**src/design/plh_pkg.sv**
```systemverilog
// ----------------------------------------------------------------------------
// plh_pkg: packet length histogram shared definitions
// Field widths, item kind codes and edge register reset values.
// ----------------------------------------------------------------------------
package plh_pkg;

   localparam int LENGTH_FIELD_BITS = 16;
   localparam int BIN_FIELD_BITS    = 3;
   localparam int COUNT_FIELD_BITS  = 32;
   localparam int EDGE_BITS         = 16;
   localparam int NUM_EDGE_REGS     = 7;
   localparam int CSR_INDEX_BITS    = 3;
   localparam int CSR_DATA_BITS     = 16;

   typedef enum logic {
      KIND_RECORD = 1'b0,
      KIND_READ   = 1'b1
   } kind_type;

   typedef logic [EDGE_BITS-1:0] edge_type;

   localparam edge_type EDGE_RESET [NUM_EDGE_REGS] = '{
      16'd64, 16'd128, 16'd256, 16'd512, 16'd1024, 16'd1519, 16'd2048
   };

endpackage

```
**src/design/plh_if.sv**
```systemverilog
// ----------------------------------------------------------------------------
// plh_if: packet length histogram channel interfaces
// Request, response and register write channels, valid/ready handshake.
// ----------------------------------------------------------------------------
interface plh_req_if
   import plh_pkg::*;
();
   logic                         valid;
   logic                         ready;
   kind_type                     kind;
   logic [LENGTH_FIELD_BITS-1:0] packet_length;
   logic [BIN_FIELD_BITS-1:0]    read_bin;

   modport source (output valid, kind, packet_length, read_bin, input ready);
   modport sink   (input valid, kind, packet_length, read_bin, output ready);
endinterface

interface plh_rsp_if
   import plh_pkg::*;
();
   logic                        valid;
   logic                        ready;
   logic [BIN_FIELD_BITS-1:0]   bin_index;
   logic [COUNT_FIELD_BITS-1:0] bin_count;
   logic [LENGTH_FIELD_BITS-1:0] bin_min;
   logic [LENGTH_FIELD_BITS-1:0] bin_max;
   logic                        bin_empty;
   logic [COUNT_FIELD_BITS-1:0] total_count;

   modport source (output valid, bin_index, bin_count, bin_min, bin_max, bin_empty,
                   total_count, input ready);
   modport sink   (input valid, bin_index, bin_count, bin_min, bin_max, bin_empty,
                   total_count, output ready);
endinterface

interface plh_csr_if
   import plh_pkg::*;
();
   logic                      valid;
   logic                      ready;
   logic [CSR_INDEX_BITS-1:0] index;
   logic [CSR_DATA_BITS-1:0]  data;

   modport source (output valid, index, data, input ready);
   modport sink   (input valid, index, data, output ready);
endinterface

```
**src/design/packet_length_histogram.sv**
```systemverilog
// ----------------------------------------------------------------------------
// packet_length_histogram: per-bin packet length statistics
// Bins packet lengths against programmable edges, keeps saturating counts,
// per-bin min/max and a total; read items report one bin.
// ----------------------------------------------------------------------------
//
//  channel   dir  handshake     payload
//  req_bus   in   valid/ready   kind, packet_length, read_bin
//  rsp_bus   out  valid/ready   bin_index, bin_count, bin_min, bin_max,
//                               bin_empty, total_count
//  csr_bus   in   valid/ready   index (edge 1..7 at 0..6), data
//
//  One item per cycle while rsp_bus is ready; an accepted item passes stage A
//  and then the response register before rsp valid rises.
//  Stage A registers the item with its bin (parallel edge compares); stage B
//  does the bin read-modify-write and loads the response register.
//  Synchronous active-high reset clears all statistics and loads default edges.
//  A stalled response holds stage A; req_bus.ready drops only when both are full.
//  csr_bus is always ready; write edges only while the block is idle.
//
module packet_length_histogram
   import plh_pkg::*;
#(
   parameter int NUM_BINS    = 8,
   parameter int LENGTH_BITS = 16,
   parameter int COUNT_BITS  = 32
) (
   input  logic      clock,
   input  logic      reset,
   plh_req_if.sink   req_bus,
   plh_rsp_if.source rsp_bus,
   plh_csr_if.sink   csr_bus
);

   localparam int BIN_BITS  = (NUM_BINS > 1) ? $clog2(NUM_BINS) : 1;
   // edges actually used for binning
   localparam int NUM_EDGES = (NUM_BINS - 1 < NUM_EDGE_REGS) ? NUM_BINS - 1 : NUM_EDGE_REGS;
   // compare width covering both edge and length
   localparam int CMP_BITS  = (LENGTH_BITS > EDGE_BITS) ? LENGTH_BITS : EDGE_BITS;

   // ---------------- edge registers ----------------
   edge_type edge_ff [NUM_EDGE_REGS];

   assign csr_bus.ready = 1'b1;

   always_ff @(posedge clock) begin
      if (reset) begin
         for (int i = 0; i < NUM_EDGE_REGS; i++) edge_ff[i] <= EDGE_RESET[i];
      end else if (csr_bus.valid &&
                   csr_bus.index < CSR_INDEX_BITS'(NUM_EDGE_REGS)) begin
         edge_ff[csr_bus.index] <= csr_bus.data;
      end
   end

   // ---------------- statistics state ----------------
   logic [COUNT_BITS-1:0]  cnt_ff [NUM_BINS];
   logic [LENGTH_BITS-1:0] min_ff [NUM_BINS];
   logic [LENGTH_BITS-1:0] max_ff [NUM_BINS];
   logic [COUNT_BITS-1:0]  total_ff;

   // ---------------- stage A: item register ----------------
   logic                   a_valid_ff, a_valid_in;
   kind_type               a_kind_ff;
   logic [LENGTH_BITS-1:0] a_len_ff;
   logic [BIN_BITS-1:0]    a_bin_ff;     // array index
   logic [BIN_FIELD_BITS-1:0] a_idx_ff;  // reported bin number
   logic                   a_present_ff;

   logic                   rsp_valid_ff, rsp_valid_in;
   logic                   req_take;
   logic                   advance;

   logic [LENGTH_BITS-1:0] req_len;
   logic [BIN_BITS-1:0]    rec_bin;
   logic                   rec_found;

   assign advance       = a_valid_ff && (!rsp_valid_ff || rsp_bus.ready);
   assign req_bus.ready = !a_valid_ff || advance;
   assign req_take      = req_bus.valid && req_bus.ready;
   assign req_len       = LENGTH_BITS'(req_bus.packet_length);

   // first edge above the length picks the bin; none above means bin NUM_EDGES
   always_comb begin
      rec_bin   = BIN_BITS'(NUM_EDGES);
      rec_found = 1'b0;
      for (int i = 0; i < NUM_EDGES; i++) begin
         if (!rec_found && (CMP_BITS'(edge_ff[i]) > CMP_BITS'(req_len))) begin
            rec_bin   = BIN_BITS'(i);
            rec_found = 1'b1;
         end
      end
   end

   always_comb begin
      if (req_take)      a_valid_in = 1'b1;
      else if (advance)  a_valid_in = 1'b0;
      else               a_valid_in = a_valid_ff;
   end

   always_ff @(posedge clock) begin
      if (reset) a_valid_ff <= 1'b0;
      else       a_valid_ff <= a_valid_in;
   end

   always_ff @(posedge clock) begin
      if (req_take) begin
         a_kind_ff <= req_bus.kind;
         a_len_ff  <= req_len;
         if (req_bus.kind == KIND_RECORD) begin
            a_bin_ff     <= rec_bin;
            a_idx_ff     <= BIN_FIELD_BITS'(rec_bin);
            a_present_ff <= 1'b1;
         end else begin
            a_bin_ff     <= BIN_BITS'(req_bus.read_bin);
            a_idx_ff     <= req_bus.read_bin;
            a_present_ff <= (32'(req_bus.read_bin) < NUM_BINS);
         end
      end
   end

   // ---------------- stage B: update and respond ----------------
   logic [COUNT_BITS-1:0]  cur_cnt, new_cnt, new_total;
   logic [LENGTH_BITS-1:0] cur_min, cur_max, new_min, new_max;
   logic [COUNT_BITS-1:0]  out_cnt;
   logic [LENGTH_BITS-1:0] out_min, out_max;
   logic [COUNT_BITS-1:0]  out_total;
   logic                   out_empty;
   logic                   do_record;

   always_comb begin
      cur_cnt = '0;
      cur_min = '1;
      cur_max = '0;
      if (a_present_ff) begin
         cur_cnt = cnt_ff[a_bin_ff];
         cur_min = min_ff[a_bin_ff];
         cur_max = max_ff[a_bin_ff];
      end
      new_cnt   = (cur_cnt == '1) ? cur_cnt : cur_cnt + 1'b1;
      new_total = (total_ff == '1) ? total_ff : total_ff + 1'b1;
      new_min   = (a_len_ff < cur_min) ? a_len_ff : cur_min;
      new_max   = (a_len_ff > cur_max) ? a_len_ff : cur_max;

      if (a_kind_ff == KIND_RECORD) begin
         out_cnt   = new_cnt;
         out_min   = new_min;
         out_max   = new_max;
         out_total = new_total;
      end else begin
         out_cnt   = cur_cnt;
         out_min   = cur_min;
         out_max   = cur_max;
         out_total = total_ff;
      end
      // an empty bin reports zero min and max
      out_empty = (out_cnt == '0);
      if (out_empty) begin
         out_min = '0;
         out_max = '0;
      end
   end

   assign do_record = advance && (a_kind_ff == KIND_RECORD);

   always_ff @(posedge clock) begin
      if (reset) begin
         for (int i = 0; i < NUM_BINS; i++) begin
            cnt_ff[i] <= '0;
            min_ff[i] <= '1;
            max_ff[i] <= '0;
         end
         total_ff <= '0;
      end else if (do_record) begin
         cnt_ff[a_bin_ff] <= new_cnt;
         min_ff[a_bin_ff] <= new_min;
         max_ff[a_bin_ff] <= new_max;
         total_ff         <= new_total;
      end
   end

   // ---------------- response register ----------------
   logic [BIN_FIELD_BITS-1:0]    rsp_index_ff;
   logic [COUNT_FIELD_BITS-1:0]  rsp_count_ff;
   logic [LENGTH_FIELD_BITS-1:0] rsp_min_ff;
   logic [LENGTH_FIELD_BITS-1:0] rsp_max_ff;
   logic                         rsp_empty_ff;
   logic [COUNT_FIELD_BITS-1:0]  rsp_total_ff;

   always_comb begin
      if (advance)            rsp_valid_in = 1'b1;
      else if (rsp_bus.ready) rsp_valid_in = 1'b0;
      else                    rsp_valid_in = rsp_valid_ff;
   end

   always_ff @(posedge clock) begin
      if (reset) rsp_valid_ff <= 1'b0;
      else       rsp_valid_ff <= rsp_valid_in;
   end

   always_ff @(posedge clock) begin
      if (advance) begin
         rsp_index_ff <= a_idx_ff;
         rsp_count_ff <= COUNT_FIELD_BITS'(out_cnt);
         rsp_min_ff   <= LENGTH_FIELD_BITS'(out_min);
         rsp_max_ff   <= LENGTH_FIELD_BITS'(out_max);
         rsp_empty_ff <= out_empty;
         rsp_total_ff <= COUNT_FIELD_BITS'(out_total);
      end
   end

   assign rsp_bus.valid       = rsp_valid_ff;
   assign rsp_bus.bin_index   = rsp_index_ff;
   assign rsp_bus.bin_count   = rsp_count_ff;
   assign rsp_bus.bin_min     = rsp_min_ff;
   assign rsp_bus.bin_max     = rsp_max_ff;
   assign rsp_bus.bin_empty   = rsp_empty_ff;
   assign rsp_bus.total_count = rsp_total_ff;

endmodule

```
**src/flat_wrapper.sv**
```systemverilog
// flat-port wrapper written by rule: the top's interface ports become plain ports
module packet_length_histogram_flat import plh_pkg::*;
#(
   parameter int NUM_BINS    = 8,
   parameter int LENGTH_BITS = 16,
   parameter int COUNT_BITS  = 32
)
  (clock, reset, req_bus_valid, req_bus_kind, req_bus_packet_length, req_bus_read_bin, req_bus_ready, rsp_bus_valid, rsp_bus_bin_index, rsp_bus_bin_count, rsp_bus_bin_min, rsp_bus_bin_max, rsp_bus_bin_empty, rsp_bus_total_count, rsp_bus_ready, csr_bus_valid, csr_bus_index, csr_bus_data, csr_bus_ready);
  plh_req_if req_bus_i ();
  plh_rsp_if rsp_bus_i ();
  plh_csr_if csr_bus_i ();
  input  logic clock;
  input  logic reset;
  input wire logic [$bits(req_bus_i.valid)-1:0] req_bus_valid;
  input wire logic [$bits(req_bus_i.kind)-1:0] req_bus_kind;
  input wire logic [$bits(req_bus_i.packet_length)-1:0] req_bus_packet_length;
  input wire logic [$bits(req_bus_i.read_bin)-1:0] req_bus_read_bin;
  output wire logic [$bits(req_bus_i.ready)-1:0] req_bus_ready;
  output wire logic [$bits(rsp_bus_i.valid)-1:0] rsp_bus_valid;
  output wire logic [$bits(rsp_bus_i.bin_index)-1:0] rsp_bus_bin_index;
  output wire logic [$bits(rsp_bus_i.bin_count)-1:0] rsp_bus_bin_count;
  output wire logic [$bits(rsp_bus_i.bin_min)-1:0] rsp_bus_bin_min;
  output wire logic [$bits(rsp_bus_i.bin_max)-1:0] rsp_bus_bin_max;
  output wire logic [$bits(rsp_bus_i.bin_empty)-1:0] rsp_bus_bin_empty;
  output wire logic [$bits(rsp_bus_i.total_count)-1:0] rsp_bus_total_count;
  input wire logic [$bits(rsp_bus_i.ready)-1:0] rsp_bus_ready;
  input wire logic [$bits(csr_bus_i.valid)-1:0] csr_bus_valid;
  input wire logic [$bits(csr_bus_i.index)-1:0] csr_bus_index;
  input wire logic [$bits(csr_bus_i.data)-1:0] csr_bus_data;
  output wire logic [$bits(csr_bus_i.ready)-1:0] csr_bus_ready;
  assign req_bus_i.valid = req_bus_valid;
  assign req_bus_i.kind = req_bus_kind;
  assign req_bus_i.packet_length = req_bus_packet_length;
  assign req_bus_i.read_bin = req_bus_read_bin;
  assign req_bus_ready = req_bus_i.ready;
  assign rsp_bus_valid = rsp_bus_i.valid;
  assign rsp_bus_bin_index = rsp_bus_i.bin_index;
  assign rsp_bus_bin_count = rsp_bus_i.bin_count;
  assign rsp_bus_bin_min = rsp_bus_i.bin_min;
  assign rsp_bus_bin_max = rsp_bus_i.bin_max;
  assign rsp_bus_bin_empty = rsp_bus_i.bin_empty;
  assign rsp_bus_total_count = rsp_bus_i.total_count;
  assign rsp_bus_i.ready = rsp_bus_ready;
  assign csr_bus_i.valid = csr_bus_valid;
  assign csr_bus_i.index = csr_bus_index;
  assign csr_bus_i.data = csr_bus_data;
  assign csr_bus_ready = csr_bus_i.ready;
  packet_length_histogram #(.NUM_BINS(NUM_BINS), .LENGTH_BITS(LENGTH_BITS), .COUNT_BITS(COUNT_BITS)) u_core (.clock(clock), .reset(reset), .req_bus(req_bus_i), .rsp_bus(rsp_bus_i), .csr_bus(csr_bus_i));
endmodule
```
**config.mk**
```make
export PLATFORM = sky130hd
export DESIGN_NAME = packet_length_histogram_flat
export DESIGN_NICKNAME = d
export VERILOG_FILES = /design/src/design/plh_pkg.sv /design/src/design/plh_if.sv /design/src/design/packet_length_histogram.sv /design/src/flat_wrapper.sv
export SDC_FILE = /design/constraint.sdc
export NUM_CORES = 1
export LEC_CHECK = 0
export BUFFER_PORTS_ARGS = -buffer_cell sky130_fd_sc_hd__clkbuf_2
export CAP_MARGIN = 20
export CELL_PAD_IN_SITES_DETAIL_PLACEMENT = 1
export CELL_PAD_IN_SITES_GLOBAL_PLACEMENT = 1
export CORE_MARGIN = 10
export CORE_UTILIZATION = 52
export CTS_CLUSTER_DIAMETER = 120
export DETAILED_ROUTE_END_ITERATION = 16
export GPL_TIMING_DRIVEN = 0
export PLACE_DENSITY_LB_ADDON = 0.1
export SLEW_MARGIN = 5
export SYNTH_ARGS = -nofsm -noshare
export SYNTH_HDL_FRONTEND = slang
export SYNTH_SLANG_ARGS = --single-unit
```
**constraint.sdc**
```tcl
create_clock -name clock -period 10 [get_ports clock]
set_clock_uncertainty 0.1 [all_clocks]
set_input_delay 2.5 -clock clock [delete_from_list [all_inputs] [get_ports clock]]
set_output_delay 2.5 -clock clock [all_outputs]
set_load 0.02 [all_outputs]
```
# Word-level counts from Yosys, hierarchy flattened
# Memories as Yosys holds them, arrays and structs flattened. A register that Yosys moved wholly into a read port is not among the register bits.
# Index checks and enable logic that the tools add are counted.
dict set report word_totals {
  mem_bits_rw 624
  elab_cells 107
  mem_count 4
  register_bits 154
}
# memory words word_bits read_ports rd_ports_with_merged_regs wr line_no
set mem_list {}
lappend mem_list {u_core.cnt_ff 8 32 1 1 8 packet_length_histogram.sv:56} ;# logic [COUNT_BITS-1:0] cnt_ff [NUM_BINS];
lappend mem_list {u_core.max_ff 8 16 1 1 8 packet_length_histogram.sv:58} ;# logic [LENGTH_BITS-1:0] max_ff [NUM_BINS];
lappend mem_list {u_core.min_ff 8 16 1 1 8 packet_length_histogram.sv:57} ;# logic [LENGTH_BITS-1:0] min_ff [NUM_BINS];
lappend mem_list {u_core.edge_ff 7 16 7 0 7 packet_length_histogram.sv:42} ;# edge_type edge_ff [NUM_EDGE_REGS];
dict set report classes {
  n_reduce_logical 27
  magnitude_cmp 10
  n_mux 49
  bitwise_logic 1
  eq_ne 2
  add_sub_neg 2
}
# operator n
set ops {}
lappend ops {{$mux 32} 5}
lappend ops {{$gt 16x16->1} 8}
lappend ops {{$mux 16} 7}
lappend ops {{$add 32x1->32 const B} 2}
lappend ops {{$eq 32x32->1 const B} 2}
lappend ops {{$reduce_or 16->1} 3}
lappend ops {{$mux 3} 15}
lappend ops {{$logic_not 32->1} 1}
lappend ops {{$reduce_or 32->1} 1}
lappend ops {{$mux 1} 22}
lappend ops {{$lt 16x16->1} 1}
lappend ops {{$logic_and 1x1->1} 10}
lappend ops {{$logic_not 1->1} 8}
lappend ops {{$reduce_bool 2->1} 2}
lappend ops {{$lt 3x3->1 const B} 1}
lappend ops {{$logic_or 1x1->1} 2}
lappend ops {{$not 1->1} 1}

# Depth between registers and ports, before layout
# Gate-level depths: netlist of run 1.
# An unclocked memory read counts as a cell.
dict set report depth {
  ltp_word 23
  ltp_mapped 23
  ltp_nobuf 16
}

# Worst setup path before layout of run 1
# Ideal clock, no wire load.
dict set report synth_timing {
  path_type {input port to flip-flop}
  from {input port rsp_bus_ready}
  to {memory u_core.cnt_ff[5][0], enable pin}
  setup_ps 432
  path_stages 8
  arrival_ps 7292
  setup_slack_ps 2176
  n_path_buf 2
  required_time_ps 9468
  cell_sequence {nor2b_1 > nand2b_1 > inv_1 > nand2_1 > or3_1 > clkbuf_1 > clkbuf_1 > nand2b_1}
}
# element line_no
set synth_rtl {}
lappend synth_rtl {{start: declaration} flat_wrapper.sv:26} ;# input wire logic [$bits(rsp_bus_i.ready)-1:0] rsp_bus_ready;
lappend synth_rtl {{end: declaration} packet_length_histogram.sv:56}

==> summary.md, run 1 <==
| Metric | Value |
|---|---|
| Status | completed |
| R2R Setup Slk | between 1 and 1.5 ns |
| Routability congestion estimate | about 0.91 |
| Input/output buffers | roughly 150 |
| Share of post-route cells with drive strength above 1 | between 15 and 20% |
| Post-DP Area | 39600 um2 |
| Post-CTS setup repair buffer count | 0 |
| Ys flop type | edfxtp_1 |
| DR WL/cell | 28.3 um |
| Max Cap Violations | 0 |
| Syn nets | slightly above 3000 |
| Height of the chip | about 290 um |
| CTS max path bufs | 3 |
| Die X | roughly 290 um |
| Worst-Margin Slew | about 1.1 ns |
| Overall Global Routing Usage | between 20 and 30% |
| Skew-Pair Late Insertion Delay | roughly 0.65 ns |
| CTS tree | built |
| Cells after Synth | between 2000 and 3000 |
| # resized after CTS | 0 |
| Syn_area_per_cell | about 13 um2 |
| Root Driver | clkbuf_16 |
| Die ar. | ~83000 um2 |
| Boundary pin count | around 150 |
| Final TNS setup | 0 ns |
| Clock buffer count from CTS | 83 |
| Clock slew at reported path FFs | around 0.06 ns |
| Final hold violation count | 0 |
| Nets | ~3400 |
| ANT cells | 0 |
| Final Slew Violations | 0 |
| Worst setup EP type | flip-flop |
| Leakage | about 15 nW |
| EDFF count, synth | between 700 and 800 |
| Fillers | around 7200 |
| Power per cell area | 188 nW/um2 |
| Required time of the critical path | between 10 and 15 ns |
| Layout area overhead | 12.9% |
| Non-Filler Cell Area, Final | between 40000 and 50000 um2 |
| # DRC | 0 |
| Synthesized flop and latch total | 781 |
| DR pass1 iterations | 5 |
| Final worst path period share | between 80 and 90% |
| H-tree depth | 3 |
| CP arrival | between 9 and 10 ns |
| Sequential area share after synthesis | 61.4% |
| CTS Sinks | 781 |
| Post-route insts no fill | 4180 |
| Vias in the first global route | 27600 |
| Warnings from Yosys | 0 |
| Worst vdd ir | 116 uV |
| Global-route wire length before repair | approximately 180000 um |
| Area of the mapped netlist | 37300 um2 |
| Post-synth ARST share | 0% |
| HPWL Detailed | approximately 83000 um |
| RSZ-0062 raised after global routing | no |
| Hold_buf cts | 0 |
| GRT overflow | 0 |
| Max_slew headroom | between 20 and 30% |
| Post-DRT Antenna Nets | 0 |
| Library cells used by synthesis | 72 |
| CP max FO | 10 |
| Vias per std cell | about 6.2 |
| Fmax | 0.114 GHz |
| Std-Cell Core Area | 71400 um2 |
| Hold WS | 0.361 ns |
| Starting DRC count in detailed routing | 2471 |
| Antenna violations before repair | 1 |
| Initial Util | between 50% and 60% |
| Routed WL | about 120000 um |
| CP startpoint kind | flip-flop |
| Placed insts | between 4000 and 5000 |
| # setup viols final | 0 |
| Total number of vias | 25900 |
| Largest net degree at the start of global routing | 68 |
| Critical path class | reg2reg |
| # rows | 98 |
| Fin util | 59.1% |
| Post-route minimum period | between 8 and 9 ns |
| Min-delay worst type | reg2reg |
[layout by cell type, fill, tap and decap left out, types with 56 or more instances in the layout]
master,n
mux4_2,128
ha_1,145
clkbuf_16,85
a21oi_1,92
clkbuf_1,123
inv_1,78
mux2i_1,80
clkbuf_2,146
edfxtp_1,728
nand2_1,304
xnor2_1,56
nor2_1,586
[metal layers]
metal / global-route usage [%] / vias to the layer above / wire, um / share of wire (%)
met5: 0 / - / 7 / 0.0059
met2: 49.2 / 1140 / 60000 / 51
met4: 11.0 / 2 / 4150 / 3.5
met1: 35.5 / 13400 / 45500 / 38
met3: 4.32 / 246 / 8660 / 7.3
li1: - / 11100 / - / -
[metrics by stage]
stage / total power (W) / worst slack [ns]
floorplan: 0.00458 / 2.18
global placement: 0.00498 / -1.88
detailed placement: 0.00504 / 1.49
CTS: 0.00795 / 1.47
global route: 0.00818 / 1.06
finish: 0.00794 / 1.25
[final timing paths]
path / endpoint / startpoint / cells past startpoint
max: u_core.rsp_bus.bin_max[4]$_SDFFCE_PP0P_ / flip-flop / 22
min: u_core.edge_ff[6][7]$_SDFFE_PP0P_ / u_core.edge_ff[6][7]$_SDFFE_PP0P_ / 2
max reg2reg: u_core.rsp_bus.bin_max[4]$_SDFFCE_PP0P_ / flip-flop / 22
min reg2reg: u_core.edge_ff[6][7]$_SDFFE_PP0P_ / u_core.edge_ff[6][7]$_SDFFE_PP0P_ / 2
[where the power goes]
part / switching (W) / total, W / internal (W)
registers: 0.0000567 / 0.00377 / 0.00371
clock network: 0.00129 / 0.00294 / 0.00165
logic: 0.000835 / 0.00123 / 0.000399
[Yosys cell counts (all sizes together), types with 3 or more instances]
cell type / n / area, um2
edfxtp: 728 / 21900
nor2: 586 / 2200
nand2: 305 / 1150
ha: 145 / 1810
mux4: 128 / 2880
clkbuf: 105 / 394
a21oi: 92 / 460
inv: 80 / 300
mux2i: 80 / 801
xnor2: 56 / 490
nand4: 55 / 357
dfxtp: 53 / 1060
nand3: 53 / 265
xor2: 51 / 454
o21ai: 44 / 220
buf: 42 / 292
mux2: 36 / 405
o21a: 34 / 255
nand2b: 29 / 181
nor3: 27 / 140
a21o: 26 / 195
and2: 25 / 156
nor2b: 22 / 138
or3: 20 / 125
nor4: 15 / 93.8
and3: 13 / 81.3
or2: 7 / 43.8
a211oi: 6 / 50.1
nand3b: 6 / 45.0
nor3b: 5 / 37.5
or4: 5 / 37.5
o31ai: 4 / 30.0
a221o: 3 / 30.0
a31oi: 3 / 18.8
[sequential cells by signal (all words and copies together) (netlist names), 3 cells and up, named ones only]
signal,count
u_core.a_bin_ff,3
u_core.a_len_ff,16
u_core.cnt_ff,256
u_core.edge_ff,112
u_core.max_ff,128
u_core.min_ff,128
u_core.rsp_bus.bin_count,32
u_core.rsp_bus.bin_index,3
u_core.rsp_bus.bin_max,16
u_core.rsp_bus.bin_min,16
u_core.rsp_bus.total_count,32
u_core.total_ff,32
[kinds of logic after synthesis]
group	count (synthesis)	synth area share [%]
and+or+nand+nor	1179	13.7
xor gates and xnor gates	107	2.53
buffers and inverters	228	2.65
adders and majority gates	145	4.86
AOI/OAI and AO/OA	234	3.94
other	1	0.0100
muxes	244	10.9
DFF	781	61.4
[worst max-delay path: stages, from the launching register on]
cell	delay, ns
dfxtp_1	0.35
inv_2	0.35
buf_2	0.43
buf_1	0.73
clkbuf_1	0.81
clkbuf_1	0.72
nand2_1	0.11
nand2_1	0.17
ha_1	0.29
inv_1	0.11
a221o_1	0.42
nand2b_1	0.20
clkbuf_1	0.25
o31ai_1	0.76
nor2_1	0.11
xnor2_1	0.24
or4_1	0.57
or4_1	0.45
a2111oi_2	0.41
and4bb_1	0.42
buf_4	0.22
buf_6	0.15
nor2_1	0.06
[cell type report]
type	count	area, um2	share of cell area (%)
well taps	950	1190	2.82
repair buffers	161	1050	2.49
clock buffers	106	2240	5.30
flip-flops and latches	781	22900	54.4
inverters	81	307	0.727
clock inverters	44	283	0.671
plain buffers	147	686	1.63
multi-input cells	1910	13500	32.0
(Power assumes the default switching activity.)
==> inputs of run 2 (changes only) <==
--- a/config.mk
+++ b/config.mk
@@ -5,6 +5,7 @@
 export SDC_FILE = /design/constraint.sdc
 export NUM_CORES = 1
 export LEC_CHECK = 0
+export ABC_AREA = 1
 export BUFFER_PORTS_ARGS = -buffer_cell sky130_fd_sc_hd__clkbuf_2
 export CAP_MARGIN = 20
 export CELL_PAD_IN_SITES_DETAIL_PLACEMENT = 1
==> constraint.sdc (replaced) <==
create_clock -name clock -period 10.7 [get_ports clock]
set_clock_uncertainty 0.1 [all_clocks]
set_input_delay 2.675 -clock clock [delete_from_list [all_inputs] [get_ports clock]]
set_output_delay 2.675 -clock clock [all_outputs]
set_load 0.02 [all_outputs]
==> summary.md, run 2 <==
| Metric | Value |
|---|---|
| Hold WS | 0.417 ns (+0.0559 ns) |
| Hold endpoint | u_core.rsp_bus.valid$_SDFFE_PP0P_ |
| Initial Util | 52.3% (about the same) |
| Routability congestion estimate | 0.932 (+2.4%) |
| CTS Sinks | 781 (unchanged) |
| Layout area overhead | 12.5% |
| Main combinational cell family by area after synthesis | simple AND/OR/NAND/NOR gates |
| Routed WL | 142000 um (+20%) |
| Buffers and inverters on the worst path | 8 (-1) |
| Worst path top cell family by delay | simple AND/OR/NAND/NOR gates |
| # setup viols final | 0 (unchanged) |
| Antenna violations before repair | 1 (unchanged) |
| Ranking of synthesized cells by area | edfxtp_1, nand2_1, nor2_1 |
| Clock power share | 36.3% (-0.8 points) |
| DR WL/cell | 24.1 um (-15%) |
| Hold_buf cts | 0 (unchanged) |
| Fmax | roughly 0.15 GHz |
| Synth top area share | 54.0% (-4.5 points) |
| Std-Cell Core Area | 77300 um2 (+8.4%) |
| CTS max path bufs | 3 (unchanged) |
| R2R Setup Slk | 4.19 ns (+2.94 ns) |
| Synth Area in Simple Gates | 22.4% (+8.7 points) |
| Syn_area_per_cell | 8.87 um2 (-31%) |
| Commonest cells in the netlist | nand2_1, edfxtp_1, nor2_1 |
| Terminus of the critical flop-to-flop path | u_core.rsp_bus.bin_max[0]$_SDFFCE_PP0P_ |
| Boundary pin count | 147 (unchanged) |
| Final Power | 0.00813 W (+2.4%) |
| Slowest CP cell | nand2_4 |
| Final hold violation count | 0 (unchanged) |
| Top flop regs | u_core.cnt_ff (256), u_core.max_ff (128), u_core.min_ff (128) |
| Logic pwr share | 20.1% (+4.6 points) |
| Leakage | 19.6 nW (+29%) |
| Root Driver | clkbuf_16 |
| Worst vdd ir | 137 uV (+18%) |
| Multiplexer area fraction after synthesis | 0% (-11 points) |
| Most common library cell in the layout ignoring fill and taps | nand2_1 |
| Max Cap Violations | 0 (unchanged) |
| Nets | 4989 (+49%) |
| Non-Filler Cell Area, Final | 45500 um2 (+8.0%) |
| Vias per std cell | 5.79 (-6.4%) |
| Worst path cell trace | clkbuf_2 > inv_1 > nand2_1 > nand2_1 > nor2_1 > clkinv_1 > nor2_1 > inv_1 > nor2_1 > inv_1 > nor2_1 > clkinv_1 > clkbuf_1 > nand2_4 > buf_12 |
| H-tree depth | 3 (unchanged) |
| Required time of the critical path | 10.93 ns (+0.66 ns) |
| Int Pwr | 0.00559 W (-3.0%) |
| Starting DRC count in detailed routing | 2939 (+19%) |
| CP arrival | 7.05 ns (-1.97 ns) |
| Synthesized flop and latch total | 781 (unchanged) |
| Critical path class | in2reg |
| Global-route wire length before repair | 214000 um (+22%) |
| Worst-Margin Slew | 1.20 ns (+0.0904 ns) |
| Library cells used by synthesis | 52 (-28%) |
| # resized after CTS | 0 (unchanged) |
| Switching power | 0.00255 W (+17%) |
| Skew-Pair Late Insertion Delay | 0.66 ns (about the same) |
| Warnings from Yosys | 0 (unchanged) |
| CTS tree | built |
| Die ar. | 89300 um2 (+7.7%) |
| Status | completed |
| Hold path cells | 2 (unchanged) |
| Max reg flops | 256 (unchanged) |
| GRT overflow | 0 (unchanged) |
| Syn nets | 4747 (+53%) |
| Total number of vias | 34200 (+32%) |
| Sequential share of power | 43.5% (-3.9 points) |
| Largest net degree at the start of global routing | 66 (-2.9%) |
| Clock buffer count from CTS | 86 (+3.6%) |
| Max incr delay on CP | 0.79 ns (-0.02 ns) |
| Yosys top cell by area | edfxtp_1 |
| Overall Global Routing Usage | 31.2% (+2.8 points) |
| Final worst path period share | between 60% and 70% |
| Sequential area share after synthesis | 56.7% (-4.7 points) |
| Min-delay worst type | reg2reg |
| Hold Crit Start | u_core.rsp_bus.valid$_SDFFE_PP0P_ |
| # DRC | 0 (unchanged) |
| Max_slew headroom | 20.1% (-5.5 points) |
| CP startpoint kind | input pin |
| Cells after Synth | 4558 (+56%) |
| Biggest register | u_core.cnt_ff |
| # rows | 102 (+4.1%) |
| Count leader, synth | nand2_1 |
| Clock slew at reported path FFs | 0.06 ns (about the same) |
| Worst Reg-to-Reg Cells | 19 (-14%) |
| Final TNS setup | 0 ns (unchanged) |
| Vias in the first global route | 36100 (+31%) |
| Post-CTS setup repair buffer count | 0 (unchanged) |
| Post-DRT Antenna Nets | 0 (unchanged) |
| CP max FO | 37 (+27) |
| Compound-Gate Fraction of Synth Area | 7.23% (+3.3 points) |
| RSZ-0062 raised after global routing | no |
| Adder-Cell Fraction of Synth Area | 4.49% (-0.37 points) |
| Power per cell area | 179 nW/um2 (-5.2%) |
| EDFF count, synth | 728 (unchanged) |
| Switching part of the total | 31.3% (+3.8 points) |
| Post-DP Area | 42800 um2 (+8.0%) |
| Final Slew Violations | 0 (unchanged) |
| HPWL Detailed | 99900 um (+21%) |
| Height of the chip | 299 um (+3.8%) |
| Worst setup EP type | flip-flop |
| DR pass1 iterations | 6 (+1) |
| Post-Synth XOR/XNOR Area | 0.541% (-2.0 points) |
| Post-route minimum period | ~6.8 ns |
| Post-synth ARST share | 0% (unchanged) |
| Share of post-route cells with drive strength above 1 | 8.42% (-6.7 points) |
| Ys flop type | edfxtp_1 |
| Area of the mapped netlist | 40500 um2 (+8.3%) |
| Most frequent cells in the layout | nand2_1, edfxtp_1, nor2_1 |
| CP most frequent cell | nor2_1 |
| Input/output buffers | 145 (unchanged) |
| Die X | 299 um (+3.8%) |
## run 2: cell types whose count changed after synthesis, moves of 36 or more
cell     previous run  this run
nand3_1            53       215
nand2_1           304      1175
mux4_2            128         0
inv_1              79       634
xnor2_1            56         0
nor2_1            586       674
o21ai_0            38       287
o22ai_1             1        47
mux2i_1            80         0
mux2_2             36         0
## run 2: logic make-up after synthesis
| group | Yosys count |
|---|---|
| compound gates | 524 |
| xor+xnor | 25 |
| fa+ha+maj | 145 |
| buf+inv | 860 |
| flops | 781 |
| other cells | 1 |
| simple gates | 2222 |
## run 2: routing by layer
metal	share of wire (%)	global-route usage, %
met1	39	38.0
met2	49	53.6
met3	7.4	4.87
met4	4.8	14.9
met5	0	0
## run 2: worst max path at each step
stage                       start  cells after the start  slack [ns]                                 end
finish              rsp_bus_ready                     15        3.88  u_core.max_ff[1][11]$_SDFFCE_PN0P_
global placement    rsp_bus_ready                     14        1.54  u_core.max_ff[2][13]$_SDFFCE_PN0P_
detailed placement  rsp_bus_ready                     15        3.46  u_core.max_ff[1][13]$_SDFFCE_PN0P_
CTS                 rsp_bus_ready                     15        4.10  u_core.max_ff[1][10]$_SDFFCE_PN0P_
floorplan           rsp_bus_ready                     13        4.69   u_core.cnt_ff[2][0]$_SDFFCE_PN0P_
global route        rsp_bus_ready                     15        3.81  u_core.max_ff[1][10]$_SDFFCE_PN0P_
## run 2: power groups by stage
| stage | Clock [W] | Combinational (W) | Sequential [W] |
|---|---|---|---|
| after global placement | 0 | 0.00152 | 0.00361 |
| after global routing | 0.00308 | 0.00177 | 0.00355 |
| after CTS | 0.00296 | 0.00161 | 0.00354 |
| final | 0.00296 | 0.00164 | 0.00354 |
| after floorplan | 0 | 0.000953 | 0.00362 |
| after detailed placement | 0 | 0.00159 | 0.00360 |
## run 2: stage by stage
step                      instances  util, %  worst slack (ns)
after global routing           5907     58.8              3.81
after detailed placement       5752     55.3              3.46
after floorplan                4558        -              4.69
final                          5908     58.9              3.88
after global placement         5743     54.9              1.54
after CTS                      5907     58.8              4.10
## run 2: layout make-up
type / count / area (um2)
Clock buffer: 116 / 2410
Sequential cell: 781 / 22900
Clock inverter: 39 / 329
Inverter: 649 / 2440
Buffer: 211 / 1050
Antenna cell: 1 / 2.50
Fill cell: 9141 / 31800
Timing Repair Buffer: 154 / 958
Tap cell: 1040 / 1300
Multi-Input combinational cell: 2917 / 14100
## run 2: tightest hold or removal path, delay by kind of cell, from the launching register on
kind             cells  cell delay [ns]
AO/OA/AOI/OAI        1             0.06
AND/OR/NAND/NOR      1             0.09
flip-flops           1             0.32
